## src/hw/rtl/mct_pkg.sv

```systemverilog
// Shared types and constants for the multichannel compare timer.
package mct_pkg;

  localparam int CNT_W        = 32;
  localparam int FUNC_W       = 3;
  localparam int CHAN_W       = 2;
  localparam int FLAGS_W      = 3;
  localparam int DIV_W        = 2;
  localparam int PRE_W        = 3;
  localparam int FIRED_W      = 4;
  localparam int CHANNELS_DEF = 4;

  localparam int FLAG_RESET_ON_MATCH = 0;
  localparam int FLAG_LEAVE_STOPPED  = 1;
  localparam int FLAG_ZERO_COUNTER   = 2;

  typedef enum logic [FUNC_W-1:0] {
    FUNC_TICK    = 3'd0,
    FUNC_SET_ABS = 3'd1,
    FUNC_SET_REL = 3'd2,
    FUNC_SET_PER = 3'd3,
    FUNC_CLEAR   = 3'd4,
    FUNC_START   = 3'd5,
    FUNC_STOP    = 3'd6
  } func_t;

  typedef struct packed {
    logic              en;
    func_t             func;
    logic [CHAN_W-1:0] chan;
    logic              step;
    logic              refuse;
    logic              reset_on_match;
    logic [CNT_W-1:0]  value;
    logic [CNT_W-1:0]  rel_cmp;
    logic [CNT_W-1:0]  cnt_inc;
  } chan_cmd_t;

  typedef struct packed {
    logic fired;
    logic rm_active;
  } chan_stat_t;

  typedef struct packed {
    logic               status;
    logic [FIRED_W-1:0] fired_mask;
    logic [CNT_W-1:0]   count_now;
  } result_t;

endpackage

```

## src/hw/rtl/mct_chan.sv

```systemverilog
// One compare channel: compare and period registers, mode bits and match logic.
module mct_chan #(
  parameter int CH_IDX = 0
) (
  input  logic                  clk,
  input  logic                  rst_n,
  input  mct_pkg::chan_cmd_t    cmd,
  output mct_pkg::chan_stat_t   stat
);
  import mct_pkg::*;

  logic [CNT_W-1:0] cmp_r, cmp_nxt;
  logic [CNT_W-1:0] period_r, period_nxt;
  logic             armed_r, armed_nxt;
  logic             periodic_r, periodic_nxt;
  logic             rm_r, rm_nxt;
  logic             sel;
  logic             fired;

  assign sel   = (int'(cmd.chan) == CH_IDX);
  assign fired = (cmd.func == FUNC_TICK) && cmd.step && armed_r && (cmp_r == cmd.cnt_inc);

  assign stat.fired     = fired;
  assign stat.rm_active = periodic_r && rm_r;

  always_comb begin
    cmp_nxt      = cmp_r;
    period_nxt   = period_r;
    armed_nxt    = armed_r;
    periodic_nxt = periodic_r;
    rm_nxt       = rm_r;
    if (cmd.en) begin
      unique case (cmd.func)
        FUNC_TICK: begin
          if (fired) begin
            if (periodic_r) begin
              if (!rm_r) begin
                cmp_nxt = cmp_r + period_r;
              end
            end else begin
              armed_nxt = 1'b0;
            end
          end
        end
        FUNC_SET_ABS, FUNC_SET_REL: begin
          if (sel) begin
            armed_nxt    = 1'b1;
            periodic_nxt = 1'b0;
            rm_nxt       = 1'b0;
            period_nxt   = '0;
            cmp_nxt      = (cmd.func == FUNC_SET_ABS) ? cmd.value : cmd.rel_cmp;
          end
        end
        FUNC_SET_PER: begin
          if (sel && !cmd.refuse) begin
            armed_nxt    = 1'b1;
            periodic_nxt = 1'b1;
            rm_nxt       = cmd.reset_on_match;
            period_nxt   = cmd.value;
            cmp_nxt      = cmd.value;
          end
        end
        FUNC_CLEAR: begin
          if (sel) begin
            armed_nxt    = 1'b0;
            periodic_nxt = 1'b0;
            rm_nxt       = 1'b0;
            period_nxt   = '0;
          end
        end
        default: begin
        end
      endcase
    end
  end

  always_ff @(posedge clk) begin
    if (!rst_n) begin
      armed_r    <= 1'b0;
      periodic_r <= 1'b0;
      rm_r       <= 1'b0;
    end else begin
      armed_r    <= armed_nxt;
      periodic_r <= periodic_nxt;
      rm_r       <= rm_nxt;
    end
  end

  always_ff @(posedge clk) begin
    cmp_r    <= cmp_nxt;
    period_r <= period_nxt;
  end

`ifndef SYNTHESIS
  a_oneshot_disarms: assert property (@(posedge clk) disable iff (!rst_n)
    (fired && !periodic_r && cmd.en) |=> !armed_r)
    else $error("one-shot channel still armed after firing");

  a_rm_needs_periodic: assert property (@(posedge clk) disable iff (!rst_n)
    (cmd.en && sel && cmd.func == FUNC_SET_ABS) |=> (armed_r && !periodic_r && !rm_r))
    else $error("absolute set left channel in periodic mode");

  a_clear_quiet: assert property (@(posedge clk) disable iff (!rst_n)
    (cmd.en && sel && cmd.func == FUNC_CLEAR) |=> !stat.fired)
    else $error("cleared channel fired");
`endif

endmodule

```

## src/hw/rtl/mct_ctrl.sv

```systemverilog
// Counter, prescaler, run state, divider register and per-request decode.
module mct_ctrl #(
  parameter int CHANNELS = mct_pkg::CHANNELS_DEF
) (
  input  logic                               clk,
  input  logic                               rst_n,
  input  logic                               en,
  input  logic [mct_pkg::FUNC_W-1:0]         func,
  input  logic [mct_pkg::CHAN_W-1:0]         chan,
  input  logic [mct_pkg::CNT_W-1:0]          value,
  input  logic [mct_pkg::FLAGS_W-1:0]        flags,
  input  logic                               cfg_we,
  input  logic [mct_pkg::DIV_W-1:0]          cfg_data,
  input  mct_pkg::chan_stat_t [CHANNELS-1:0] stat,
  output mct_pkg::chan_cmd_t                 cmd,
  output mct_pkg::result_t                   res
);
  import mct_pkg::*;

  logic [CNT_W-1:0]   counter_r, counter_nxt;
  logic [PRE_W-1:0]   pre_r, pre_nxt;
  logic               running_r, running_nxt;
  logic [DIV_W-1:0]   div_sel_r;
  logic [PRE_W:0]     divisor;
  logic [PRE_W:0]     pre_inc;
  logic               step;
  logic [CNT_W-1:0]   cnt_inc;
  logic [CNT_W-1:0]   cnt_add;
  func_t              fn;
  logic [CHANNELS-1:0] sel_vec;
  logic [CHANNELS-1:0] fired_vec;
  logic [CHANNELS-1:0] rm_vec;
  logic               chan_ok;
  logic               refuse;
  logic               zero_any;
  logic               per_ok;

  assign fn      = func_t'(func);
  assign divisor = (PRE_W+1)'(1) << div_sel_r;
  assign pre_inc = {1'b0, pre_r} + (PRE_W+1)'(1);
  assign step    = running_r && (pre_inc >= divisor);
  assign cnt_inc = counter_r + CNT_W'(1);
  assign cnt_add = counter_r + value;

  always_comb begin
    for (int i = 0; i < CHANNELS; i++) begin
      sel_vec[i]   = (int'(chan) == i);
      fired_vec[i] = stat[i].fired;
      rm_vec[i]    = stat[i].rm_active;
    end
  end

  assign chan_ok  = |sel_vec;
  assign refuse   = flags[FLAG_RESET_ON_MATCH] && |(rm_vec & ~sel_vec);
  assign zero_any = |(fired_vec & rm_vec);
  assign per_ok   = (fn == FUNC_SET_PER) && chan_ok && !refuse;

  always_comb begin
    cmd.en             = en;
    cmd.func           = fn;
    cmd.chan           = chan;
    cmd.step           = step;
    cmd.refuse         = refuse;
    cmd.reset_on_match = flags[FLAG_RESET_ON_MATCH];
    cmd.value          = value;
    cmd.rel_cmp        = (value == '0) ? cnt_inc : cnt_add;
    cmd.cnt_inc        = cnt_inc;
  end

  always_comb begin
    counter_nxt = counter_r;
    pre_nxt     = pre_r;
    running_nxt = running_r;
    unique case (fn)
      FUNC_TICK: begin
        if (running_r) begin
          if (step) begin
            pre_nxt     = '0;
            counter_nxt = zero_any ? '0 : cnt_inc;
          end else begin
            pre_nxt = pre_inc[PRE_W-1:0];
          end
        end
      end
      FUNC_SET_PER: begin
        if (per_ok) begin
          running_nxt = !flags[FLAG_LEAVE_STOPPED];
          if (flags[FLAG_ZERO_COUNTER]) begin
            counter_nxt = '0;
          end
        end
      end
      FUNC_START: running_nxt = 1'b1;
      FUNC_STOP:  running_nxt = 1'b0;
      default: begin
      end
    endcase
  end

  generate
    for (genvar g = 0; g < FIRED_W; g++) begin : g_mask
      if (g < CHANNELS) begin : g_used
        assign res.fired_mask[g] = fired_vec[g];
      end else begin : g_unused
        assign res.fired_mask[g] = 1'b0;
      end
    end
  endgenerate

  assign res.status    = (fn == FUNC_SET_PER) && chan_ok && refuse;
  assign res.count_now = counter_nxt;

  always_ff @(posedge clk) begin
    if (!rst_n) begin
      counter_r <= '0;
      pre_r     <= '0;
      running_r <= 1'b1;
      div_sel_r <= '0;
    end else begin
      if (en) begin
        counter_r <= counter_nxt;
        pre_r     <= pre_nxt;
        running_r <= running_nxt;
      end
      if (cfg_we) begin
        div_sel_r <= cfg_data;
      end
    end
  end

`ifndef SYNTHESIS
  a_status_no_fire: assert property (@(posedge clk) disable iff (!rst_n)
    res.status |-> (res.fired_mask == '0))
    else $error("refused request reports fired channels");

  a_stop_halts: assert property (@(posedge clk) disable iff (!rst_n)
    (en && fn == FUNC_STOP) |=> !running_r)
    else $error("timer still running after stop");

  a_counter_hold: assert property (@(posedge clk) disable iff (!rst_n)
    !en |=> $stable(counter_r))
    else $error("counter moved without a request");

  a_no_fire_stopped: assert property (@(posedge clk) disable iff (!rst_n)
    !running_r |-> (fired_vec == '0))
    else $error("channel fired while stopped");
`endif

endmodule

```

## src/hw/rtl/multichannel_compare_timer_top.sv

```systemverilog
// A request waits in the request register until the result register is free;
// then its result is written there. Throughput: one request per cycle unless
// out_ready stalls; the single-pass request-to-result update sets that figure.
// Reset: counter and prescaler zero, timer running, all channels disarmed,
// divider select zero.
module multichannel_compare_timer_top #(
  parameter int CHANNELS = mct_pkg::CHANNELS_DEF
) (
  input  logic                          clk,
  input  logic                          rst_n,
  input  logic                          in_valid,
  output logic                          in_ready,
  input  logic [mct_pkg::FUNC_W-1:0]    in_func,
  input  logic [mct_pkg::CHAN_W-1:0]    in_channel,
  input  logic [mct_pkg::CNT_W-1:0]     in_value,
  input  logic [mct_pkg::FLAGS_W-1:0]   in_mode_flags,
  output logic                          out_valid,
  input  logic                          out_ready,
  output logic                          out_status,
  output logic [mct_pkg::FIRED_W-1:0]   out_fired_mask,
  output logic [mct_pkg::CNT_W-1:0]     out_count_now,
  input  logic                          cfg_valid,
  output logic                          cfg_ready,
  input  logic [mct_pkg::DIV_W-1:0]     cfg_data
);
  import mct_pkg::*;

  logic                in_valid_r, in_valid_nxt;
  logic [FUNC_W-1:0]   func_r;
  logic [CHAN_W-1:0]   chan_r;
  logic [CNT_W-1:0]    value_r;
  logic [FLAGS_W-1:0]  flags_r;
  logic                out_valid_r, out_valid_nxt;
  result_t             res_r;
  result_t             res;
  chan_cmd_t           cmd;
  chan_stat_t [CHANNELS-1:0] stat;
  logic                adv;
  logic                in_take;

  assign adv       = in_valid_r && (!out_valid_r || out_ready);
  assign in_ready  = !in_valid_r || adv;
  assign in_take   = in_valid && in_ready;
  assign cfg_ready = 1'b1;

  assign in_valid_nxt  = in_take || (in_valid_r && !adv);
  assign out_valid_nxt = adv || (out_valid_r && !out_ready);

  always_ff @(posedge clk) begin
    if (!rst_n) begin
      in_valid_r  <= 1'b0;
      out_valid_r <= 1'b0;
    end else begin
      in_valid_r  <= in_valid_nxt;
      out_valid_r <= out_valid_nxt;
    end
  end

  always_ff @(posedge clk) begin
    if (in_take) begin
      func_r  <= in_func;
      chan_r  <= in_channel;
      value_r <= in_value;
      flags_r <= in_mode_flags;
    end
    if (adv) begin
      res_r <= res;
    end
  end

  mct_ctrl #(
    .CHANNELS (CHANNELS)
  ) u_ctrl (
    .clk      (clk),
    .rst_n    (rst_n),
    .en       (adv),
    .func     (func_r),
    .chan     (chan_r),
    .value    (value_r),
    .flags    (flags_r),
    .cfg_we   (cfg_valid && cfg_ready),
    .cfg_data (cfg_data),
    .stat     (stat),
    .cmd      (cmd),
    .res      (res)
  );

  generate
    for (genvar g = 0; g < CHANNELS; g++) begin : g_chan
      mct_chan #(
        .CH_IDX (g)
      ) u_chan (
        .clk   (clk),
        .rst_n (rst_n),
        .cmd   (cmd),
        .stat  (stat[g])
      );
    end
  endgenerate

  assign out_valid      = out_valid_r;
  assign out_status     = res_r.status;
  assign out_fired_mask = res_r.fired_mask;
  assign out_count_now  = res_r.count_now;

`ifndef SYNTHESIS
  a_adv_gives_result: assert property (@(posedge clk) disable iff (!rst_n)
    adv |=> out_valid_r)
    else $error("processed request produced no result");

  a_adv_needs_room: assert property (@(posedge clk) disable iff (!rst_n)
    adv |-> (!out_valid_r || out_ready))
    else $error("result register overwritten");

  a_take_fills: assert property (@(posedge clk) disable iff (!rst_n)
    in_take |=> in_valid_r)
    else $error("accepted request lost");
`endif

endmodule
```

## config.mk

```make
export PLATFORM = sky130hd
export DESIGN_NAME = multichannel_compare_timer_top
export DESIGN_NICKNAME = d
export VERILOG_FILES = /design/src/hw/rtl/mct_pkg.sv /design/src/hw/rtl/mct_chan.sv /design/src/hw/rtl/mct_ctrl.sv /design/src/hw/rtl/multichannel_compare_timer_top.sv
export SDC_FILE = /design/constraint.sdc
export NUM_CORES = 1
export LEC_CHECK = 0
export ABC_AREA = 1
export BUFFER_PORTS_ARGS = -buffer_cell sky130_fd_sc_hd__clkbuf_2
export CAP_MARGIN = 10
export CORE_MARGIN = 2
export CORE_UTILIZATION = 30
export CTS_CLUSTER_SIZE = 28
export DETAILED_ROUTE_END_ITERATION = 8
export SLEW_MARGIN = 20
export SYNTH_ARGS = -nofsm -noshare
export SYNTH_HDL_FRONTEND = slang
export SYNTH_SLANG_ARGS = --single-unit
```

## constraint.sdc

```tcl
create_clock -name clk -period 6.75 [get_ports clk]
set_input_delay 0 -clock clk [delete_from_list [all_inputs] [get_ports clk]]
set_output_delay 0 -clock clk [all_outputs]
set_load 0.03 [all_outputs]
```

# == Word level (Yosys, flattened, before mapping) ==
# Index checks and enable logic that the tools add are counted.
# W data, S select, Z words.
# totals
out_inout_bits,40
input_bits,47
word_cells,232
register_bits,385
# classes
n_reduce_logical,62
muxes,79
shift,1
magnitude_cmp,1
n_addsub,7
eq_ne,46
bitwise,3
# ops
op,count
$mux W32,31
$pmux W32 S3,4
$pmux W32 S2,5
$add A32 B32 Y32,5
$eq A32 B32 Y1,4
$reduce_and A7 Y1,8
$ne A2 B1 Y1 const B,24
$add A32 B1 Y32 const B,1
$logic_not A32 Y1,1
$logic_and A1 B1 Y1,26
$mux W1,25
$ne A2 B2 Y1 const B,9
$pmux W1 S2,8
$pmux W1 S4,4
$reduce_and A4 Y1,4
$reduce_or A4 Y1,3
$eq A3 B3 Y1 const B,3
$and A4 B4 Y4,2
$eq A3 B2 Y1 const B,2
$logic_not A1 Y1,6
$reduce_and A3 Y1,2
$reduce_bool A3 Y1,2
$add A3 B1 Y4 const B,1
$eq A2 B2 Y1 const B,2
14 further kinds,17

# == Logic depth before layout (Yosys ltp) ==
# Gate-level depths: netlist of the first run.
# logic_depth
word_depth,12
mapped_depth,23
ltp_nobuf,22

# == Cells and area by module ==
# Synthesis of the first run repeated with hierarchy kept, for this count alone.
# unflattened
cells_unflattened,4509
hier_area_um2,31201.2
# modules_own_cells
module,area_each_um2,seq_area_each_um2,cells_each,instances
mct_ctrl,6377.4,760.7,1198,1
mct_chan (g_chan[2].u_chan),5720.5,1981.9,830,1
mct_chan (g_chan[3].u_chan),5667.9,1981.9,821,1
mct_chan (g_chan[0].u_chan),5614.1,1981.9,803,1
mct_chan (g_chan[1].u_chan),5402.7,1981.9,765,1
multichannel_compare_timer_top,2418.6,2352.3,92,1

# == Worst setup path before layout of the first run ==
# Ideal clock, no wire load.
# synth_path
kind,register to register
from,register u_ctrl.counter_r[1]
to,register g_chan[3].u_chan.cmp_r[0] (enable)
setup_ns,0.461
path_slack_ns,1.771
synth_period_minus_slack_ns,4.979
path_stages_with_launch,20
n_path_buf,0
arrival_time_ns,4.517
required_ns,6.289
path_cell_list,dfxtp_1 -> ha_1 -> nand2_2 -> nor2_8 -> nand2_4 -> nor2_4 -> nand2_1 -> nand2_2 -> nand2_1 -> nand2_1 -> nand2_1 -> nor2_1 -> nand2_1 -> nor2_1 -> nand3_1 -> nor2_1 -> nand2_1 -> o21ai_1 -> o2111ai_1 -> nor3_1
# synth_between
elab_chain_cells,5
# synth_rtl
item,line,rtl
from (decl),mct_ctrl.sv:20,"logic [CNT_W-1:0] counter_r, counter_nxt;"
from (signal assigned),mct_ctrl.sv:121,counter_r <= counter_nxt;
$add A32 B1 Y32,mct_ctrl.sv:42,assign cnt_inc = counter_r + CNT_W'(1);
$eq A32 B32 Y1,mct_chan.sv:21,assign fired = (cmd.func == FUNC_TICK) && cmd.step && armed_r && (cmp_r == cmd.cnt_inc);
$logic_and A1 B1 Y1,mct_chan.sv:21,
$ne A2 B1 Y1 (no line),n/a,
$reduce_and A7 Y1 (no line),n/a,
to (signal assigned),mct_chan.sv:90,cmp_r <= cmp_nxt;
to (decl),mct_chan.sv:12,"logic [CNT_W-1:0] cmp_r, cmp_nxt;"
# Every way passes these cells.
# A chain may end at the register's enable or synchronous reset.

# == Final worst setup path of the first run ==
# layout_path
from,register u_ctrl.counter_r[0]
to,register g_chan[3].u_chan.cmp_r[5] (enable)
# Same word-level chain as after synthesis.

==> results of run 1 <==
[logic make-up (layout without fill, tap and decap cells)]
logic type,Yosys count,after routing
buffers and inverters,467,637
XOR/XNOR,138,138
flip-flops,385,385
AND/OR/NAND/NOR,1613,1613
other,1,2
AO/OA/AOI/OAI,731,731
adder cells (fa/ha/maj),166,166
[report_power, final]
group | total [mW] | switching, mW | internal [mW]
combinational | 1.19 | 0.826 | 0.368
sequential | 2.84 | 0.122 | 2.72
clock | 2.49 | 1.08 | 1.41
[state kept, by name (all words and copies together), names as in the netlist, 2 cells and up]
name and count:
func_r 3, g_chan.u_chan.armed_r 4, u_ctrl.counter_r 32, g_chan.u_chan.periodic_r 4
g_chan.u_chan.rm_r 4, g_chan.u_chan.period_r 128, out_count_now 32, u_ctrl.div_sel_r 2
flags_r 3, u_ctrl.pre_r 3, g_chan.u_chan.cmp_r 128, chan_r 2
value_r 32, out_fired_mask 4
[metal layers]
layer  up-vias  GRT usage [%]  wire (um)
met5         -              0          0
met4         0          9.279       4779
met3       164          2.559       8334
met2      1085          36.22      48270
met1     12210          32.05      48450
li1      12230              -          -
[critical path, cell delays in order (launching register included)]
cell and delay [ps]:
dfxtp_1 770, ha_1 290, nand2_2 180, inv_1 130, nand2_1 150, nand2_1 230, nand2_1 220, nand2_1 130
nand3_1 120, nor2_1 130, nand2_1 60, nor2_1 90, nand3_1 110, nor2_1 250, nand3_1 110, nor2_1 240
nand2_1 130, o21ai_1 180, o2111ai_1 140, nor3_2 150, buf_4 460
[repair_timing]
action	4_1_cts	5_1_grt
resized for setup	0	0
buffers inserted	0	0
endpoints found under the setup margin	0	0
hold buffers	48	0
endpoints found under the hold margin	44	0
[worst max path at each step]
stage | endpoint
after floorplan | g_chan[3].u_chan.cmp_r[0]
after global placement | g_chan[3].u_chan.cmp_r[5]
after detailed placement | g_chan[3].u_chan.cmp_r[2]
after CTS | g_chan[3].u_chan.cmp_r[6]
after global routing | g_chan[3].u_chan.cmp_r[5]
final | g_chan[3].u_chan.cmp_r[5]
[Yosys cell counts (all sizes together), types with 52 or more instances]
cell and instances:
xor2 78, ha 161, nor2 358, edfxtp 333, nand2 884, dfxtp 52, clkbuf 63, nand3 189
o21ai 253, inv 394, xnor2 60, a21oi 311
[layout by cell type (no fill, tap or decap), types with 51 or more instances in the layout]
master,n
xnor2_1,58
nor2_1,343
inv_1,382
dfxtp_1,52
nand3_1,188
edfxtp_1,333
a21oi_1,311
o21ai_0,241
ha_1,161
nand2_1,861
xor2_1,78
clkbuf_2,85
nand4_1,51
[cell type report]
| cell class | instances | share of cell area (%) |
|---|---|---|
| antenna | 1 | 0.008089 |
| sequential | 385 | 35.69 |
| inverter | 397 | 4.825 |
| clock inverter | 21 | 0.7523 |
| clock buffer | 61 | 3.899 |
| timing repair buffer | 158 | 3.535 |
| tap | 1176 | 4.757 |
| multi-input combinational | 2649 | 46.53 |
==> run_results.csv, run 1 <==
group,metric,value,unit
run_status,status,"complete, no violations",
yosys,synth-seq-cells,385,
worst_setup_path,rr_worst_depth,20,
yosys,synth_fa_ha_area_share,7.779,%
floorplanning,rows,110,
layout,finalNetCount,3848,
floorplanning,fp.dieH,305.0,um
sta,setup_tns,0,ps
sta,tightest_slew,1039,ps
floorplanning,core_area,0.08987,mm2
worst_setup_path,worstSetupStartpoint,"u_ctrl.counter_r[0]",
detailed_routing,firstDrtPassIters,5,
layout,fin_cells,4848,
sta,hold_ws,105.4,ps
sta,setup_ws,2032,ps
pwr,cellLeakagePower,13.46,nW
hold_path,hold_depth,2,
detailed_routing,wl_per_cell,22.66,um
sta,post-route-min-period,4718,ps
hold_path,holdPathEnd,"value_r[22]",
placed_design,preCtsSetupSlack,2182,ps
worst_setup_path,startpoint_type,"flip-flop",
pwr,power,6.520,mW
yosys,netlist_instances,3501,
global_routing,grt_pass1_wl,158.8,mm
global_routing,grt_max_degree,90,
hold_path,hp-class,"input port to flip-flop",
sta,grt_setup_unrepaired,"false",
layout,multi_input_area,0.01440,mm2
floorplanning,io-pin-count,87,
worst_setup_path,worst_r2r_endpoint,"g_chan[3].u_chan.cmp_r[5]",
sta,drv_slew,0,
yosys,synth_top_area_share,36.79,%
yosys,ys_seq_area_share,40.62,%
yosys,synth_xor_area_share,4.502,%
layout,seqCellArea,0.01104,mm2
detailed_routing,drt-initial-drc-count,2960,
layout,drive_gt1_share,6.892,%
worst_setup_path,path_max_fanout,32,
floorplanning,die_w,305.0,um
sta,post-route-period-util,69.89,%
yosys,synth_top_family_by_area,"simple AND/OR/NAND/NOR gates",
clocking,cts_max_path_buffers,3,
yosys,syn_nets,3714,
yosys,syn_area,0.02718,mm2
clocking,worstSkewPairLatency,610,ps
sta,finClkSkew,27.73,ps
detailed_routing,vias,25690,
clocking,cts.sinks,385,
yosys,syn_area_per_cell,7.764,um2
detailed_routing,drc,0,
sta,max_freq,212.0,MHz
worst_setup_path,r2r_slack,2030,ps
sta,relSlewSlack,30.75,%
floorplanning,start_util,30.24,%
clocking,tritoncts,"yes",
clocking,cts_made_buffers,44,
worst_setup_path,r2r_start,"u_ctrl.counter_r[0]",
detailed_routing,viasPerCell,5.299,
detailed_routing,ant_nets,0,
detailed_routing,drt-total-wl,109.8,mm
placed_design,hpwl,87.56,mm
global_routing,grt_overflow,0,
run,drv_cap,0,
clocking,root_buffer,"clkbuf_16",
placed_design,dp_cells,4717,
placed_design,place_area,0.02901,mm2
yosys,yosys_warnings,0,
hold_path,hp-start,"in_value[22]",
yosys,synth_mux_area_share,0,%
layout,final_util,34.42,%
clocking,clk_pin_slew,60,ps
worst_setup_path,cp-end-kind,"flip-flop",
yosys,synth_area_leaders,"edfxtp_1 (37%), nand2_1 (12%), ha_1 (7.4%)",
layout,area_delta_synth_final,13.81,%
clocking,h-tree-depth,2,
worst_setup_path,worstPathRequired,6970,ps
layout,postLayoutCellArea,0.03093,mm2
yosys,synth_ff_type,"edfxtp_1",
yosys,synth_compound_area_share,15.05,%
pwr,p_per_area,210.8,mW/mm2
layout,fillers,9427,
pwr,ir_drop,0.0001755,V
floorplanning,fp.dieArea,0.09303,mm2
sta,finalHoldViolCount,0,
worst_setup_path,crit_arrival,4940,ps
global_routing,track_usage,22.99,%
yosys,yosys.area.top_type,"edfxtp_1",
sta,setup_viol,0,
worst_setup_path,critPathKind,"flip-flop to flip-flop",
placed_design,place.gp.congestion,1.005,
yosys,yosys.cell_types.count,61,
yosys,synth_edf_count,333,
global_routing,first_global_vias,24360,
placed_design,port_buffers,85,
yosys,synth-simple-area-share,25.45,%
global_routing,antenna_found_initial,1,
yosys,async_reset_ff_share,0,%
Note: power is estimated with default switching activity, not from simulation.
==> run 2: changes to the inputs <==
- clock period: 6.75 -> 4.6 ns (I/O delays scaled with it)
==> run_results.csv, run 2 (synthesis gave the netlist of run 1 again) <==
group,metric,value,unit
run_status,status,"complete, no violations",
sta,setup_viol,0,
sta,finClkSkew,33.92,ps
layout,mostFrequentLayoutCell,"nand2_1",
floorplanning,start_util,30.24,%
sta,grt_setup_unrepaired,"false",
pwr,p_comb_share,18.4,%
worst_setup_path,cp-end-kind,"flip-flop",
clocking,cts-resized-gates,0,
layout,area_delta_synth_final,15.14,%
pwr,power,9.750,mW
sta,finalHoldViolCount,0,
worst_setup_path,worstPathRequired,4850,ps
pwr,p_switching,2.984,mW
floorplanning,fp.dieArea,0.09303,mm2
detailed_routing,ant_nets,0,
layout,reg_top3,"g_chan.u_chan.cmp_r: 128 flops, g_chan.u_chan.period_r: 128 flops",
detailed_routing,drt-initial-drc-count,2555,
clocking,cts_setup_buffers,0,
detailed_routing,wl_per_cell,22.07,um
layout,finalNetCount,3878,
clocking,clk_pin_slew,70,ps
sta,drv_slew,0,
sta,relSlewSlack,29.85,%
pwr,p_int,6.766,mW
worst_setup_path,critPathKind,"flip-flop to flip-flop",
floorplanning,die_w,305.0,um
clocking,tritoncts,"yes",
floorplanning,rows,110,
clocking,cts_made_buffers,46,
pwr,power_frac_seq,42.6,%
detailed_routing,drc,0,
layout,drive_gt1_share,7.726,%
floorplanning,io-pin-count,87,
pwr,cellLeakagePower,13.66,nW
placed_design,place.gp.congestion,1.018,
run,drv_cap,0,
detailed_routing,drt-total-wl,107.7,mm
global_routing,track_usage,22.63,%
global_routing,first_global_vias,24620,
placed_design,hpwl,86.06,mm
pwr,ir_drop,0.0002613,V
global_routing,grt_max_degree,65,
clocking,cts_max_path_buffers,3,
global_routing,grt_overflow,0,
clocking,root_buffer,"clkbuf_16",
clocking,cts_hold_buf,48,
floorplanning,fp.dieH,305.0,um
pwr,p_per_area,311.5,mW/mm2
detailed_routing,vias,25910,
pwr,p_sw_share,30.60,%
floorplanning,core_area,0.08987,mm2
clocking,cts.sinks,385,
worst_setup_path,path_max_fanout,32,
worst_setup_path,startpoint_type,"flip-flop",
layout,fillers,9359,
global_routing,antenna_found_initial,2,
layout,layout_common_cells,"nand2_1 (861), inv_1 (382), nor2_1 (344)",
placed_design,port_buffers,85,
worst_setup_path,crit_arrival,4420,ps
sta,tightest_slew,1052,ps
hold_path,hp-class,"input port to flip-flop",
sta,max_freq,239.6,MHz
global_routing,grt_pass1_wl,156.3,mm
sta,post-route-period-util,90.73,%
clocking,worstSkewPairLatency,630,ps
placed_design,place_area,0.02928,mm2
pwr,power_frac_clock,39.1,%
detailed_routing,firstDrtPassIters,6,
layout,postLayoutCellArea,0.03130,mm2
detailed_routing,viasPerCell,5.310,
sta,post-route-min-period,4174,ps
clocking,h-tree-depth,2,
sta,setup_tns,0,ps
-- run 2: changes by cell type in the layout (fill, tap and decap cells not counted), sizes merged --
cell	before	now
buf	25	53
bufinv	4	6
clkbuf	146	140
clkinv	19	22
clkinvlp	1	2
inv	394	397
-- run 2: worst max-delay path, cell delays in order (launching register included) --
cell and delay, ps:
dfxtp_1 480, ha_1 250, nand2_2 160, inv_1 110, nand2_1 140, nand2_1 220
nand2_1 190, nand2_1 130, nand3_1 110, nor2_1 110, nand2_1 50, nor2_1 150
nand3_1 90, nor2_1 140, nand3_1 100, nor2_1 260, nand2_1 140, o21ai_1 190
o2111ai_1 190, nor3_4 140, buf_4 410
-- run 2: final timing paths --
check                                     end  slack [ps]                        start  cells after the start
setup / recovery    g_chan[3].u_chan.cmp_r[3]         430          u_ctrl.counter_r[1]                     20
hold / removal                     flags_r[2]          80             in_mode_flags[2]                      2
setup reg to reg    g_chan[3].u_chan.cmp_r[3]         430          u_ctrl.counter_r[1]                     20
hold reg to reg   g_chan[1].u_chan.periodic_r         470  g_chan[1].u_chan.periodic_r                      2
-- run 2: cell type report --
class	instances	area, um2	area share, %
timing repair buffer	186	1341	4.286
inverter	397	1491	4.765
multi-input combinational	2649	14420	46.07
tap	1176	1471	4.701
antenna	1	2.502	0.007996
clock inverter	30	326.6	1.043
sequential	385	11040	35.28
clock buffer	55	1206	3.854
-- run 2: routing by layer --
metal  vias up  wire, um  global-route usage, %
li1      12320         -                      -
met1     12220     46580                  31.16
met4         0      5208                  9.901
met2      1176     46580                  35.21
met5         -         0                      0
met3       193      9313                  3.303
-- run 2: metrics by stage --
stage          setup slack (ps)  hold slack [ps]  util [%]  instances
2_1_floorplan             462.4            98.87         -       3501
3_3_place_gp              625.0            178.0     32.58       4745
3_5_place_dp              539.2            178.6     32.58       4745
4_1_cts                   498.7            61.65     34.82       4878
5_1_grt                   234.3            78.05     34.82       4878
6_report                  426.3            84.68     34.82       4879
-- run 2: power groups by stage --
stage | combinational (mW) | clock, mW | sequential (mW)
2_1_floorplan | 1.11 | 0 | 4.17
3_3_place_gp | 1.71 | 0 | 4.21
3_5_place_dp | 1.71 | 0 | 4.22
4_1_cts | 1.75 | 3.87 | 4.14
5_1_grt | 1.96 | 3.99 | 4.16
6_report | 1.79 | 3.81 | 4.15
